[src/sv/tcpr_pkg.sv]
// Package for the text cell pixel renderer: cell geometry, field widths,
// register codes, palette and color packing functions.
// No dependencies.
`timescale 1ns / 1ps
`default_nettype none

package tcpr_pkg;

    localparam int GLYPH_WIDTH  = 8;
    localparam int GLYPH_HEIGHT = 16;
    localparam int CELL_PAD     = 1;
    localparam int CELL_W       = GLYPH_WIDTH + 2 * CELL_PAD;
    localparam int CELL_H       = GLYPH_HEIGHT + 2 * CELL_PAD;

    localparam int COL_W      = 9;
    localparam int ROW_W      = 8;
    localparam int LINE_W     = 5;
    localparam int GLYPH_W    = GLYPH_WIDTH;
    localparam int ATTR_W     = 8;
    localparam int OFS_W      = 28;
    localparam int PIX_W      = 32;
    localparam int PB_W       = 3;
    localparam int SW_W       = 13;
    localparam int BPP_W      = 6;
    localparam int SIZE_W     = 4;
    localparam int POS_W      = 5;
    localparam int CFG_IDX_W  = 4;
    localparam int CFG_DATA_W = 13;
    localparam int LIDX_W     = $clog2((1 << ROW_W) * CELL_H);
    localparam int COL10_W    = $clog2((1 << COL_W) * CELL_W);
    localparam int COLPB_W    = COL10_W + 2;
    localparam int PROD_W     = LIDX_W + SW_W;
    localparam int X_W        = $clog2(CELL_W);

    typedef enum logic [CFG_IDX_W-1:0] {
        REG_SCREEN_WIDTH   = 4'd0,
        REG_BITS_PER_PIXEL = 4'd1,
        REG_RED_SIZE       = 4'd2,
        REG_GREEN_SIZE     = 4'd3,
        REG_BLUE_SIZE      = 4'd4,
        REG_RED_POSITION   = 4'd5,
        REG_GREEN_POSITION = 4'd6,
        REG_BLUE_POSITION  = 4'd7
    } t_cfg_reg;

    typedef struct packed {
        logic [SW_W-1:0]   screen_width;
        logic [BPP_W-1:0]  bits_per_pixel;
        logic [SIZE_W-1:0] red_size;
        logic [SIZE_W-1:0] green_size;
        logic [SIZE_W-1:0] blue_size;
        logic [POS_W-1:0]  red_position;
        logic [POS_W-1:0]  green_position;
        logic [POS_W-1:0]  blue_position;
    } t_cfg;

    typedef struct packed {
        logic [OFS_W-1:0]  base;
        logic [PIX_W-1:0]  fg;
        logic [PIX_W-1:0]  bg;
        logic [CELL_W-1:0] mask;
        logic [PB_W-1:0]   pb;
    } t_item;

    function automatic logic [23:0] palette(input logic [3:0] idx);
        logic [23:0] c;
        begin
            unique case (idx)
                4'h0: c = 24'h000000;
                4'h1: c = 24'h0000A8;
                4'h2: c = 24'h00A800;
                4'h3: c = 24'h00A8A8;
                4'h4: c = 24'hA80000;
                4'h5: c = 24'hA800A8;
                4'h6: c = 24'hA85700;
                4'h7: c = 24'hA8A8A8;
                4'h8: c = 24'h575757;
                4'h9: c = 24'h5757FF;
                4'hA: c = 24'h57FF57;
                4'hB: c = 24'h57FFFF;
                4'hC: c = 24'hFF5757;
                4'hD: c = 24'hFF57FF;
                4'hE: c = 24'hFFFF57;
                default: c = 24'hFFFFFF;
            endcase
            return c;
        end
    endfunction

    function automatic logic [PIX_W-1:0] place_channel(input logic [7:0] chan,
                                                       input logic [SIZE_W-1:0] size,
                                                       input logic [POS_W-1:0] pos);
        logic [SIZE_W-1:0] s;
        logic [7:0]        v;
        begin
            s = (size > SIZE_W'(8)) ? SIZE_W'(8) : size;
            v = chan >> (SIZE_W'(8) - s);
            return PIX_W'(v) << pos;
        end
    endfunction

    function automatic logic [PIX_W-1:0] pack_color(input logic [3:0] idx, input t_cfg cfg);
        logic [23:0] c;
        begin
            c = palette(idx);
            return place_channel(c[23:16], cfg.red_size, cfg.red_position)
                 | place_channel(c[15:8], cfg.green_size, cfg.green_position)
                 | place_channel(c[7:0], cfg.blue_size, cfg.blue_position);
        end
    endfunction

    function automatic logic [PB_W-1:0] depth_bytes(input logic [BPP_W-1:0] bpp);
        logic [PB_W-1:0] pb;
        begin
            case (bpp)
                BPP_W'(16): pb = PB_W'(2);
                BPP_W'(24): pb = PB_W'(3);
                BPP_W'(32): pb = PB_W'(4);
                default:    pb = '0;
            endcase
            return pb;
        end
    endfunction

    function automatic logic [PIX_W-1:0] keep_mask(input logic [PB_W-1:0] pb);
        logic [PIX_W-1:0] k;
        begin
            case (pb)
                PB_W'(2): k = PIX_W'(32'h0000FFFF);
                PB_W'(3): k = PIX_W'(32'h00FFFFFF);
                default:  k = '1;
            endcase
            return k;
        end
    endfunction

endpackage

`default_nettype wire

[src/sv/tcpr_front.sv]
// Front pipeline of the text cell pixel renderer: decode, line stride multiply,
// color packing and base offset, four register stages.
// Depends on tcpr_pkg.
`timescale 1ns / 1ps
`default_nettype none

module tcpr_front
    import tcpr_pkg::*;
(
    input  wire logic                 i_clk,
    input  wire logic                 i_rst_n,
    input  wire logic                 i_valid,
    output logic                      o_ready,
    input  wire logic [COL_W-1:0]     i_cell_column,
    input  wire logic [ROW_W-1:0]     i_cell_row,
    input  wire logic [LINE_W-1:0]    i_cell_line,
    input  wire logic [GLYPH_W-1:0]   i_glyph_row_bits,
    input  wire logic [ATTR_W-1:0]    i_color_attribute,
    input  wire t_cfg                 i_cfg,
    output logic                      o_valid,
    input  wire logic                 i_ready,
    output t_item                     o_item
);

    logic en1, en2, en3, en4;
    logic draw, glyph_line;
    logic [PB_W-1:0] n_pb;

    logic                r_v1;
    logic [LIDX_W-1:0]   r_lidx1;
    logic [COL10_W-1:0]  r_col10_1;
    logic [CELL_W-1:0]   r_mask1;
    logic [3:0]          r_fg_idx1;
    logic [3:0]          r_bg_idx1;
    logic [PB_W-1:0]     r_pb1;

    logic                r_v2;
    logic [PROD_W-1:0]   r_prod2;
    logic [COLPB_W-1:0]  r_colpb2;
    logic [PIX_W-1:0]    r_fg2;
    logic [PIX_W-1:0]    r_bg2;
    logic [CELL_W-1:0]   r_mask2;
    logic [PB_W-1:0]     r_pb2;

    logic                r_v3;
    logic [OFS_W-1:0]    r_ppb3;
    logic [COLPB_W-1:0]  r_colpb3;
    logic [PIX_W-1:0]    r_fg3;
    logic [PIX_W-1:0]    r_bg3;
    logic [CELL_W-1:0]   r_mask3;
    logic [PB_W-1:0]     r_pb3;

    logic                r_v4;
    t_item               r_item4;

    assign en4     = !r_v4 || i_ready;
    assign en3     = !r_v3 || en4;
    assign en2     = !r_v2 || en3;
    assign en1     = !r_v1 || en2;
    assign o_ready = en1;
    assign o_valid = r_v4;
    assign o_item  = r_item4;

    assign n_pb       = depth_bytes(i_cfg.bits_per_pixel);
    assign draw       = (n_pb != '0) && (i_cell_line < LINE_W'(CELL_H));
    assign glyph_line = (i_cell_line >= LINE_W'(CELL_PAD))
                     && (i_cell_line < LINE_W'(GLYPH_HEIGHT + CELL_PAD));

    always_ff @(posedge i_clk) begin
        if (!i_rst_n) begin
            r_v1 <= 1'b0;
            r_v2 <= 1'b0;
            r_v3 <= 1'b0;
            r_v4 <= 1'b0;
        end else begin
            if (en1) begin
                r_v1 <= i_valid && draw;
            end
            if (en2) begin
                r_v2 <= r_v1;
            end
            if (en3) begin
                r_v3 <= r_v2;
            end
            if (en4) begin
                r_v4 <= r_v3;
            end
        end
    end

    always_ff @(posedge i_clk) begin
        if (en1) begin
            r_lidx1   <= LIDX_W'(i_cell_row) * LIDX_W'(CELL_H) + LIDX_W'(i_cell_line);
            r_col10_1 <= COL10_W'(i_cell_column) * COL10_W'(CELL_W);
            r_mask1   <= glyph_line ? (CELL_W'(i_glyph_row_bits) << CELL_PAD) : '0;
            r_fg_idx1 <= i_color_attribute[3:0];
            r_bg_idx1 <= i_color_attribute[7:4];
            r_pb1     <= n_pb;
        end
        if (en2) begin
            r_prod2  <= PROD_W'(r_lidx1) * PROD_W'(i_cfg.screen_width);
            r_colpb2 <= COLPB_W'(r_col10_1) * COLPB_W'(r_pb1);
            r_fg2    <= pack_color(r_fg_idx1, i_cfg) & keep_mask(r_pb1);
            r_bg2    <= pack_color(r_bg_idx1, i_cfg) & keep_mask(r_pb1);
            r_mask2  <= r_mask1;
            r_pb2    <= r_pb1;
        end
        if (en3) begin
            r_ppb3   <= OFS_W'(r_prod2) * OFS_W'(r_pb2);
            r_colpb3 <= r_colpb2;
            r_fg3    <= r_fg2;
            r_bg3    <= r_bg2;
            r_mask3  <= r_mask2;
            r_pb3    <= r_pb2;
        end
        if (en4) begin
            r_item4.base <= r_ppb3 + OFS_W'(r_colpb3);
            r_item4.fg   <= r_fg3;
            r_item4.bg   <= r_bg3;
            r_item4.mask <= r_mask3;
            r_item4.pb   <= r_pb3;
        end
    end

endmodule

`default_nettype wire

[src/sv/tcpr_serial.sv]
// Pixel serializer of the text cell pixel renderer: expands one cell line
// into one pixel per cycle behind an output register, while the output is not stalled.
// Depends on tcpr_pkg.
`timescale 1ns / 1ps
`default_nettype none

module tcpr_serial
    import tcpr_pkg::*;
(
    input  wire logic              i_clk,
    input  wire logic              i_rst_n,
    input  wire logic              i_valid,
    output logic                   o_ready,
    input  wire t_item             i_item,
    output logic                   o_out_valid,
    input  wire logic              i_out_ready,
    output logic [OFS_W-1:0]       o_byte_offset,
    output logic [PIX_W-1:0]       o_pixel_value,
    output logic [PB_W-1:0]        o_pixel_bytes,
    output logic                   o_last_of_line
);

    logic out_load, emit, last;

    logic                r_busy;
    logic [X_W-1:0]      r_x;
    logic [OFS_W-1:0]    r_off;
    logic [PIX_W-1:0]    r_fg;
    logic [PIX_W-1:0]    r_bg;
    logic [CELL_W-1:0]   r_mask;
    logic [PB_W-1:0]     r_pb;

    logic                r_out_valid;
    logic [OFS_W-1:0]    r_out_off;
    logic [PIX_W-1:0]    r_out_pix;
    logic [PB_W-1:0]     r_out_pb;
    logic                r_out_last;

    assign out_load = !r_out_valid || i_out_ready;
    assign emit     = r_busy && out_load;
    assign last     = (r_x == X_W'(CELL_W - 1));
    assign o_ready  = !r_busy || (emit && last);

    assign o_out_valid    = r_out_valid;
    assign o_byte_offset  = r_out_off;
    assign o_pixel_value  = r_out_pix;
    assign o_pixel_bytes  = r_out_pb;
    assign o_last_of_line = r_out_last;

    always_ff @(posedge i_clk) begin
        if (!i_rst_n) begin
            r_busy      <= 1'b0;
            r_x         <= '0;
            r_out_valid <= 1'b0;
        end else begin
            if (out_load) begin
                r_out_valid <= r_busy;
            end
            if (o_ready) begin
                r_busy <= i_valid;
                r_x    <= '0;
            end else if (emit) begin
                r_x <= r_x + X_W'(1);
            end
        end
    end

    always_ff @(posedge i_clk) begin
        if (emit) begin
            r_out_off  <= r_off;
            r_out_pix  <= r_mask[CELL_W-1] ? r_fg : r_bg;
            r_out_pb   <= r_pb;
            r_out_last <= last;
        end
        if (o_ready && i_valid) begin
            r_off  <= i_item.base;
            r_fg   <= i_item.fg;
            r_bg   <= i_item.bg;
            r_mask <= i_item.mask;
            r_pb   <= i_item.pb;
        end else if (emit) begin
            r_off  <= r_off + OFS_W'(r_pb);
            r_mask <= r_mask << 1;
        end
    end

`ifndef SYNTHESIS
    a_idle_counter: assert property (@(posedge i_clk) disable iff (!i_rst_n)
        !r_busy |-> (r_x == '0))
        else $error("pixel counter not at start while idle");

    a_pixel_bytes: assert property (@(posedge i_clk) disable iff (!i_rst_n)
        r_out_valid |-> (r_out_pb == PB_W'(2) || r_out_pb == PB_W'(3)
                         || r_out_pb == PB_W'(4)))
        else $error("pixel emitted with a non-drawing depth");

    a_offset_step: assert property (@(posedge i_clk) disable iff (!i_rst_n)
        (r_out_valid && i_out_ready && !r_out_last) |=>
        (r_out_valid && r_out_off == $past(r_out_off) + OFS_W'($past(r_out_pb))))
        else $error("next pixel of a line not one pixel further");
`endif

endmodule

`default_nettype wire

[src/sv/text_cell_pixel_renderer_core.sv]
// Top level of the text cell pixel renderer: configuration registers,
// front pipeline and pixel serializer.
// Depends on tcpr_pkg, tcpr_front, tcpr_serial.
//
//   channel   direction  handshake                    payload
//   input     in         i_in_valid / o_in_ready      cell column, row, line, glyph, attribute
//   output    out        o_out_valid / i_out_ready    byte offset, pixel, bytes, last flag
//   config    in         i_cfg_wr_en                  i_cfg_index, i_cfg_wdata
//
// Each accepted cell line yields 10 pixels, one per cycle while the output is
// not stalled; the serializer sets that rate.
// The first pixel passes the 4 front stages, the first loaded at the accepting
// edge, then the serializer and its output register. Lines that do not draw
// leave in the front stages.
// Reset is synchronous; it clears only control state and sets the configuration registers to their defaults.
// A stall at the output holds every full stage; nothing is dropped or repeated.
`timescale 1ns / 1ps
`default_nettype none

module text_cell_pixel_renderer_core
    import tcpr_pkg::*;
(
    input  wire logic                   i_clk,
    input  wire logic                   i_rst_n,
    input  wire logic                   i_cfg_wr_en,
    input  wire logic [CFG_IDX_W-1:0]   i_cfg_index,
    input  wire logic [CFG_DATA_W-1:0]  i_cfg_wdata,
    input  wire logic                   i_in_valid,
    output logic                        o_in_ready,
    input  wire logic [COL_W-1:0]       i_cell_column,
    input  wire logic [ROW_W-1:0]       i_cell_row,
    input  wire logic [LINE_W-1:0]      i_cell_line,
    input  wire logic [GLYPH_W-1:0]     i_glyph_row_bits,
    input  wire logic [ATTR_W-1:0]      i_color_attribute,
    output logic                        o_out_valid,
    input  wire logic                   i_out_ready,
    output logic [OFS_W-1:0]            o_byte_offset,
    output logic [PIX_W-1:0]            o_pixel_value,
    output logic [PB_W-1:0]             o_pixel_bytes,
    output logic                        o_last_of_line
);

    t_cfg  r_cfg;
    t_item item;
    logic  item_valid, item_ready;

    always_ff @(posedge i_clk) begin
        if (!i_rst_n) begin
            r_cfg.screen_width   <= SW_W'(640);
            r_cfg.bits_per_pixel <= BPP_W'(32);
            r_cfg.red_size       <= SIZE_W'(8);
            r_cfg.green_size     <= SIZE_W'(8);
            r_cfg.blue_size      <= SIZE_W'(8);
            r_cfg.red_position   <= POS_W'(16);
            r_cfg.green_position <= POS_W'(8);
            r_cfg.blue_position  <= POS_W'(0);
        end else if (i_cfg_wr_en) begin
            unique case (t_cfg_reg'(i_cfg_index))
                REG_SCREEN_WIDTH:   r_cfg.screen_width   <= i_cfg_wdata[SW_W-1:0];
                REG_BITS_PER_PIXEL: r_cfg.bits_per_pixel <= i_cfg_wdata[BPP_W-1:0];
                REG_RED_SIZE:       r_cfg.red_size       <= i_cfg_wdata[SIZE_W-1:0];
                REG_GREEN_SIZE:     r_cfg.green_size     <= i_cfg_wdata[SIZE_W-1:0];
                REG_BLUE_SIZE:      r_cfg.blue_size      <= i_cfg_wdata[SIZE_W-1:0];
                REG_RED_POSITION:   r_cfg.red_position   <= i_cfg_wdata[POS_W-1:0];
                REG_GREEN_POSITION: r_cfg.green_position <= i_cfg_wdata[POS_W-1:0];
                REG_BLUE_POSITION:  r_cfg.blue_position  <= i_cfg_wdata[POS_W-1:0];
                default: ;
            endcase
        end
    end

    tcpr_front u_front (
        .i_clk             (i_clk),
        .i_rst_n           (i_rst_n),
        .i_valid           (i_in_valid),
        .o_ready           (o_in_ready),
        .i_cell_column     (i_cell_column),
        .i_cell_row        (i_cell_row),
        .i_cell_line       (i_cell_line),
        .i_glyph_row_bits  (i_glyph_row_bits),
        .i_color_attribute (i_color_attribute),
        .i_cfg             (r_cfg),
        .o_valid           (item_valid),
        .i_ready           (item_ready),
        .o_item            (item)
    );

    tcpr_serial u_serial (
        .i_clk          (i_clk),
        .i_rst_n        (i_rst_n),
        .i_valid        (item_valid),
        .o_ready        (item_ready),
        .i_item         (item),
        .o_out_valid    (o_out_valid),
        .i_out_ready    (i_out_ready),
        .o_byte_offset  (o_byte_offset),
        .o_pixel_value  (o_pixel_value),
        .o_pixel_bytes  (o_pixel_bytes),
        .o_last_of_line (o_last_of_line)
    );

endmodule

`default_nettype wire
[config.mk]
export PLATFORM = sky130hd
export DESIGN_NAME = text_cell_pixel_renderer_core
export DESIGN_NICKNAME = d
export VERILOG_FILES = /design/src/sv/tcpr_pkg.sv /design/src/sv/tcpr_front.sv /design/src/sv/tcpr_serial.sv /design/src/sv/text_cell_pixel_renderer_core.sv
export SDC_FILE = /design/constraint.sdc
export NUM_CORES = 2
export LEC_CHECK = 0
export BUFFER_PORTS_ARGS = -buffer_cell sky130_fd_sc_hd__buf_4
export CAP_MARGIN = 0
export CORE_MARGIN = 2
export CORE_UTILIZATION = 67
export CTS_CLUSTER_DIAMETER = 200
export DETAILED_ROUTE_END_ITERATION = 12
export MAX_ROUTING_LAYER = met4
export PLACE_DENSITY = 0.85
export SYNTH_ARGS = -nofsm -noshare
export SYNTH_HDL_FRONTEND = slang
export SYNTH_SLANG_ARGS = --single-unit
[constraint.sdc]
create_clock -name i_clk -period 15.8 [get_ports i_clk]
set_input_delay 1.58 -clock i_clk [delete_from_list [all_inputs] [get_ports i_clk]]
set_output_delay 1.58 -clock i_clk [all_outputs]
set_load 0.03 [all_outputs]
==> run summary <==
Status -> complete, no violations
Hold-fix buffer count after cts -> 0
Critical path origin -> u_front.r_lidx1[6]$_DFFE_PN_
Placed instance count -> 4000
Hold Slack -> 0.4060 ns
Total track usage -> 0.3792
Endpoints failing setup -> 0
Synth warnings -> 0
Die height -> 236.8 um
Number of synthesized flops with an enable pin -> 547
Die area -> 56060 um^2
Overall routed net length -> 102800 um
Final instance area -> 39720 um^2
I/O pins -> 126
Critical path data arrival time -> 6.47 ns
Clock Skew -> 0.07029 ns
Fillers -> 3309
H-tree levels -> 2
First-pass iteration count of the detailed router -> 7
Pwr Total -> 4.331 mW
Vias in the first global route -> 26520
Clk pwr share -> 0.332
Switching share of power -> 0.2899
Cts repair resizes -> 0
GRT overflow -> 0
Synth Cell Area -> 36300 um^2
Final setup TNS -> 0 ns
Hold path start -> u_front.r_bg2[31]$_DFFE_PP_
P_int -> 3.076 mW
Syn Nets -> 3690
Global-route wire length before repair -> 157500 um
Starting density of the core -> 0.6759
Per-cell routed wire length -> 25.00 um
Mapped Cells -> 3307
Nets@finish -> 3747
Pwr per Cell Area -> 109.0 nW/um^2
Unrepaired setup endpoints after global routing -> false
CTS tree -> yes
Placed cell area -> 37760 um^2
Post-DRT Antenna Nets -> 0
RR Startpoint -> u_front.r_lidx1[6]$_DFFE_PN_
Crit-path max cell delay -> 0.61 ns
Layout cells sized above 1 -> 0.09666
Synth cell types -> 89
Hold Path Class -> register to register
DRT iter0 DRCs -> 3783
Max Fclk -> 163.4 MHz
Tmin final -> 6.120 ns
Crit-path slowest cell -> o41ai_1
Switching pwr -> 1.256 mW
Worst path buffer plus inverter count -> 4
Hold Fails Final Rpt -> 0
Sequential Power Share -> 0.476
Total CTS buffers -> 58
Worst Path Required -> 16.15 ns
Die width -> 236.8 um
Root Buffer -> clkbuf_16
Max-Cap Viols -> 0
Clock Latency Late Sink -> 0.66 ns
Most used DFF post-synth -> edfxtp_1
Final Slew Violations -> 0
Sequential fraction of the synthesis area -> 0.4889
Core Footprint -> 53710 um^2
Final critical-path share of the clock period -> 0.3874
Post-CTS setup buffer count -> 0
Cell Count, Final, Fillers Out -> 4113
Worst path top cell family by delay -> adder cells
Dpl hpwl -> 70340 um
Port Buffers -> 125
Crit. End Element -> register
Pin count of the biggest net entering global routing -> 97
CP max FO -> 13
Initial antenna violation count -> 4
Mapped Avg Cell Area -> 10.98 um^2
Mean number of vias per cell -> 6.574
Worst slew margin -> 0.08984
Rows -> 85
Clock Sinks -> 613
DRC Markers -> 0
Crit path kind -> register to register
Most frequent CP cell -> fa_1
RD Place Congestion -> 1.082
Area Growth Syn to Fin -> 9.413%
Startpoint types -> register
Async SR Flop Fraction -> 0
Clock Tree Buf Depth -> 3
CP cell instances -> and2_1, fa_1, inv_1, fa_1, inv_1, fa_1, fa_1, inv_1, fa_1, inv_1, ha_1, o21a_1, o21ai_0, a21oi_1, o41ai_1, o211ai_1, a31o_2, a21oi_1, xnor2_1
Worst-margin pin slew -> 1.356 ns
Worst VDD drop -> 0.09809 mV
Clk slew on worst S/H paths -> 0.08 ns
#FFs+latches synth -> 613
Logic pwr share -> 0.192
Vias post-DR -> 27040
P_leak -> 16.41 nW
-- per-stage QoR --
step	utilization	setup WS (ns)
floorplan	-	9.994
global placement	0.7030	9.856
detailed placement	0.7030	9.759
CTS	0.7394	9.737
global route	0.7395	9.423
finish	0.7395	9.680
-- cell families (layout without fill, tap and decap cells) --
logic type                 Yosys count  count (layout)  synth area share
AOI/OAI and AO/OA                  599             599            0.1124
xor gates and xnor gates           130             130           0.03157
adders and majority gates          323             323            0.1448
buffers and inverters              457             564           0.04812
DFF                                613             613            0.4889
muxes                              121             121           0.03505
other                                0               3                 0
and+or+nand+nor                   1064            1064            0.1391
-- cells in the mapped netlist, types with 66 or more instances --
| library cell | count | area, um^2 |
|---|---|---|
| ha_1 | 161 | 2014 |
| nand2_1 | 434 | 1629 |
| and2_1 | 118 | 738.2 |
| fa_1 | 162 | 3243 |
| dfxtp_1 | 66 | 1321 |
| xnor2_1 | 87 | 762.0 |
| inv_1 | 296 | 1111 |
| nor2_1 | 182 | 683.2 |
| edfxtp_1 | 547 | 16430 |
| mux2i_1 | 72 | 720.7 |
| a21oi_1 | 117 | 585.6 |
| o21ai_0 | 112 | 560.5 |
| nand3_1 | 68 | 340.3 |
| clkbuf_1 | 135 | 506.7 |
-- registers in the layout, summed over array words and instances (netlist names), 32 cells and up, named ones only --
| signal | flops |
|---|---|
| r_cfg | 46 |
| u_front.r_bg3 | 32 |
| u_serial.r_bg | 32 |
| u_front.r_fg3 | 32 |
| u_front.r_fg2 | 32 |
| u_serial.r_fg | 32 |
| u_serial.o_pixel_value | 32 |
| u_front.r_bg2 | 32 |
| u_front.o_item | 103 |
-- layer usage --
| metal | wire [um] | vias up | GRT usage |
|---|---|---|---|
| met4 | 3932 | 0 | 0.1231 |
| li1 | - | 11830 | - |
| met5 | 0 | - | - |
| met3 | 10190 | 323 | 0.06225 |
| met1 | 40720 | 13070 | 0.5099 |
| met2 | 48000 | 1816 | 0.5962 |
-- worst register-to-register path: stages, from the launching register on --
cell	delay [ns]
edfxtp_1	0.59
and2_1	0.28
fa_1	0.53
inv_1	0.06
fa_1	0.53
inv_1	0.05
fa_1	0.46
fa_1	0.49
inv_1	0.06
fa_1	0.54
inv_1	0.04
ha_1	0.39
o21a_1	0.23
o21ai_0	0.14
a21oi_1	0.08
o41ai_1	0.61
o211ai_1	0.27
a31o_2	0.29
a21oi_1	0.17
xnor2_1	0.08
-- placed cells by master, fill, tap and decap left out, types with 112 or more instances in the layout --
cell        n
nand2_1   432
and2_1    118
o21ai_0   112
ha_1      161
buf_4     152
a21oi_1   117
nor2_1    180
edfxtp_1  547
fa_1      162
inv_1     294
-- layout make-up --
type                    instances  area, um^2  area share
inverters                     302        1139     0.02867
diodes                          3       7.507   0.0001890
multi-input cells            2237       16860      0.4245
well taps                     696       870.8     0.02193
clock inverters                42       465.4     0.01172
repair buffers                152        1141     0.02873
clock buffers                  68        1489     0.03749
flip-flops and latches        613       17750      0.4468
-- worst paths after layout --
| check | endpoint | slack (ns) | depth (start not counted) |
|---|---|---|---|
| worst max-delay path | u_front.r_prod2[24]$_DFFE_PP_ | 9.68 | 19 |
| worst min-delay path | u_front.r_bg3[31]$_DFFE_PP_ | 0.41 | 0 |
| worst max register to register | u_front.r_prod2[24]$_DFFE_PP_ | 9.68 | 19 |
| worst min register to register | u_front.r_bg3[31]$_DFFE_PP_ | 0.41 | 0 |
-- power groups by stage --
| stage | logic (mW) | registers [mW] | clock network, mW |
|---|---|---|---|
| 5_1_grt | 0.923 | 2.08 | 1.49 |
| 3_3_place_gp | 0.761 | 2.07 | 0 |
| 6_report | 0.832 | 2.06 | 1.44 |
| 2_1_floorplan | 0.592 | 2.03 | 0 |
| 4_1_cts | 0.817 | 2.06 | 1.44 |
| 3_5_place_dp | 0.798 | 2.09 | 0 |
(Power assumes the default switching activity.)
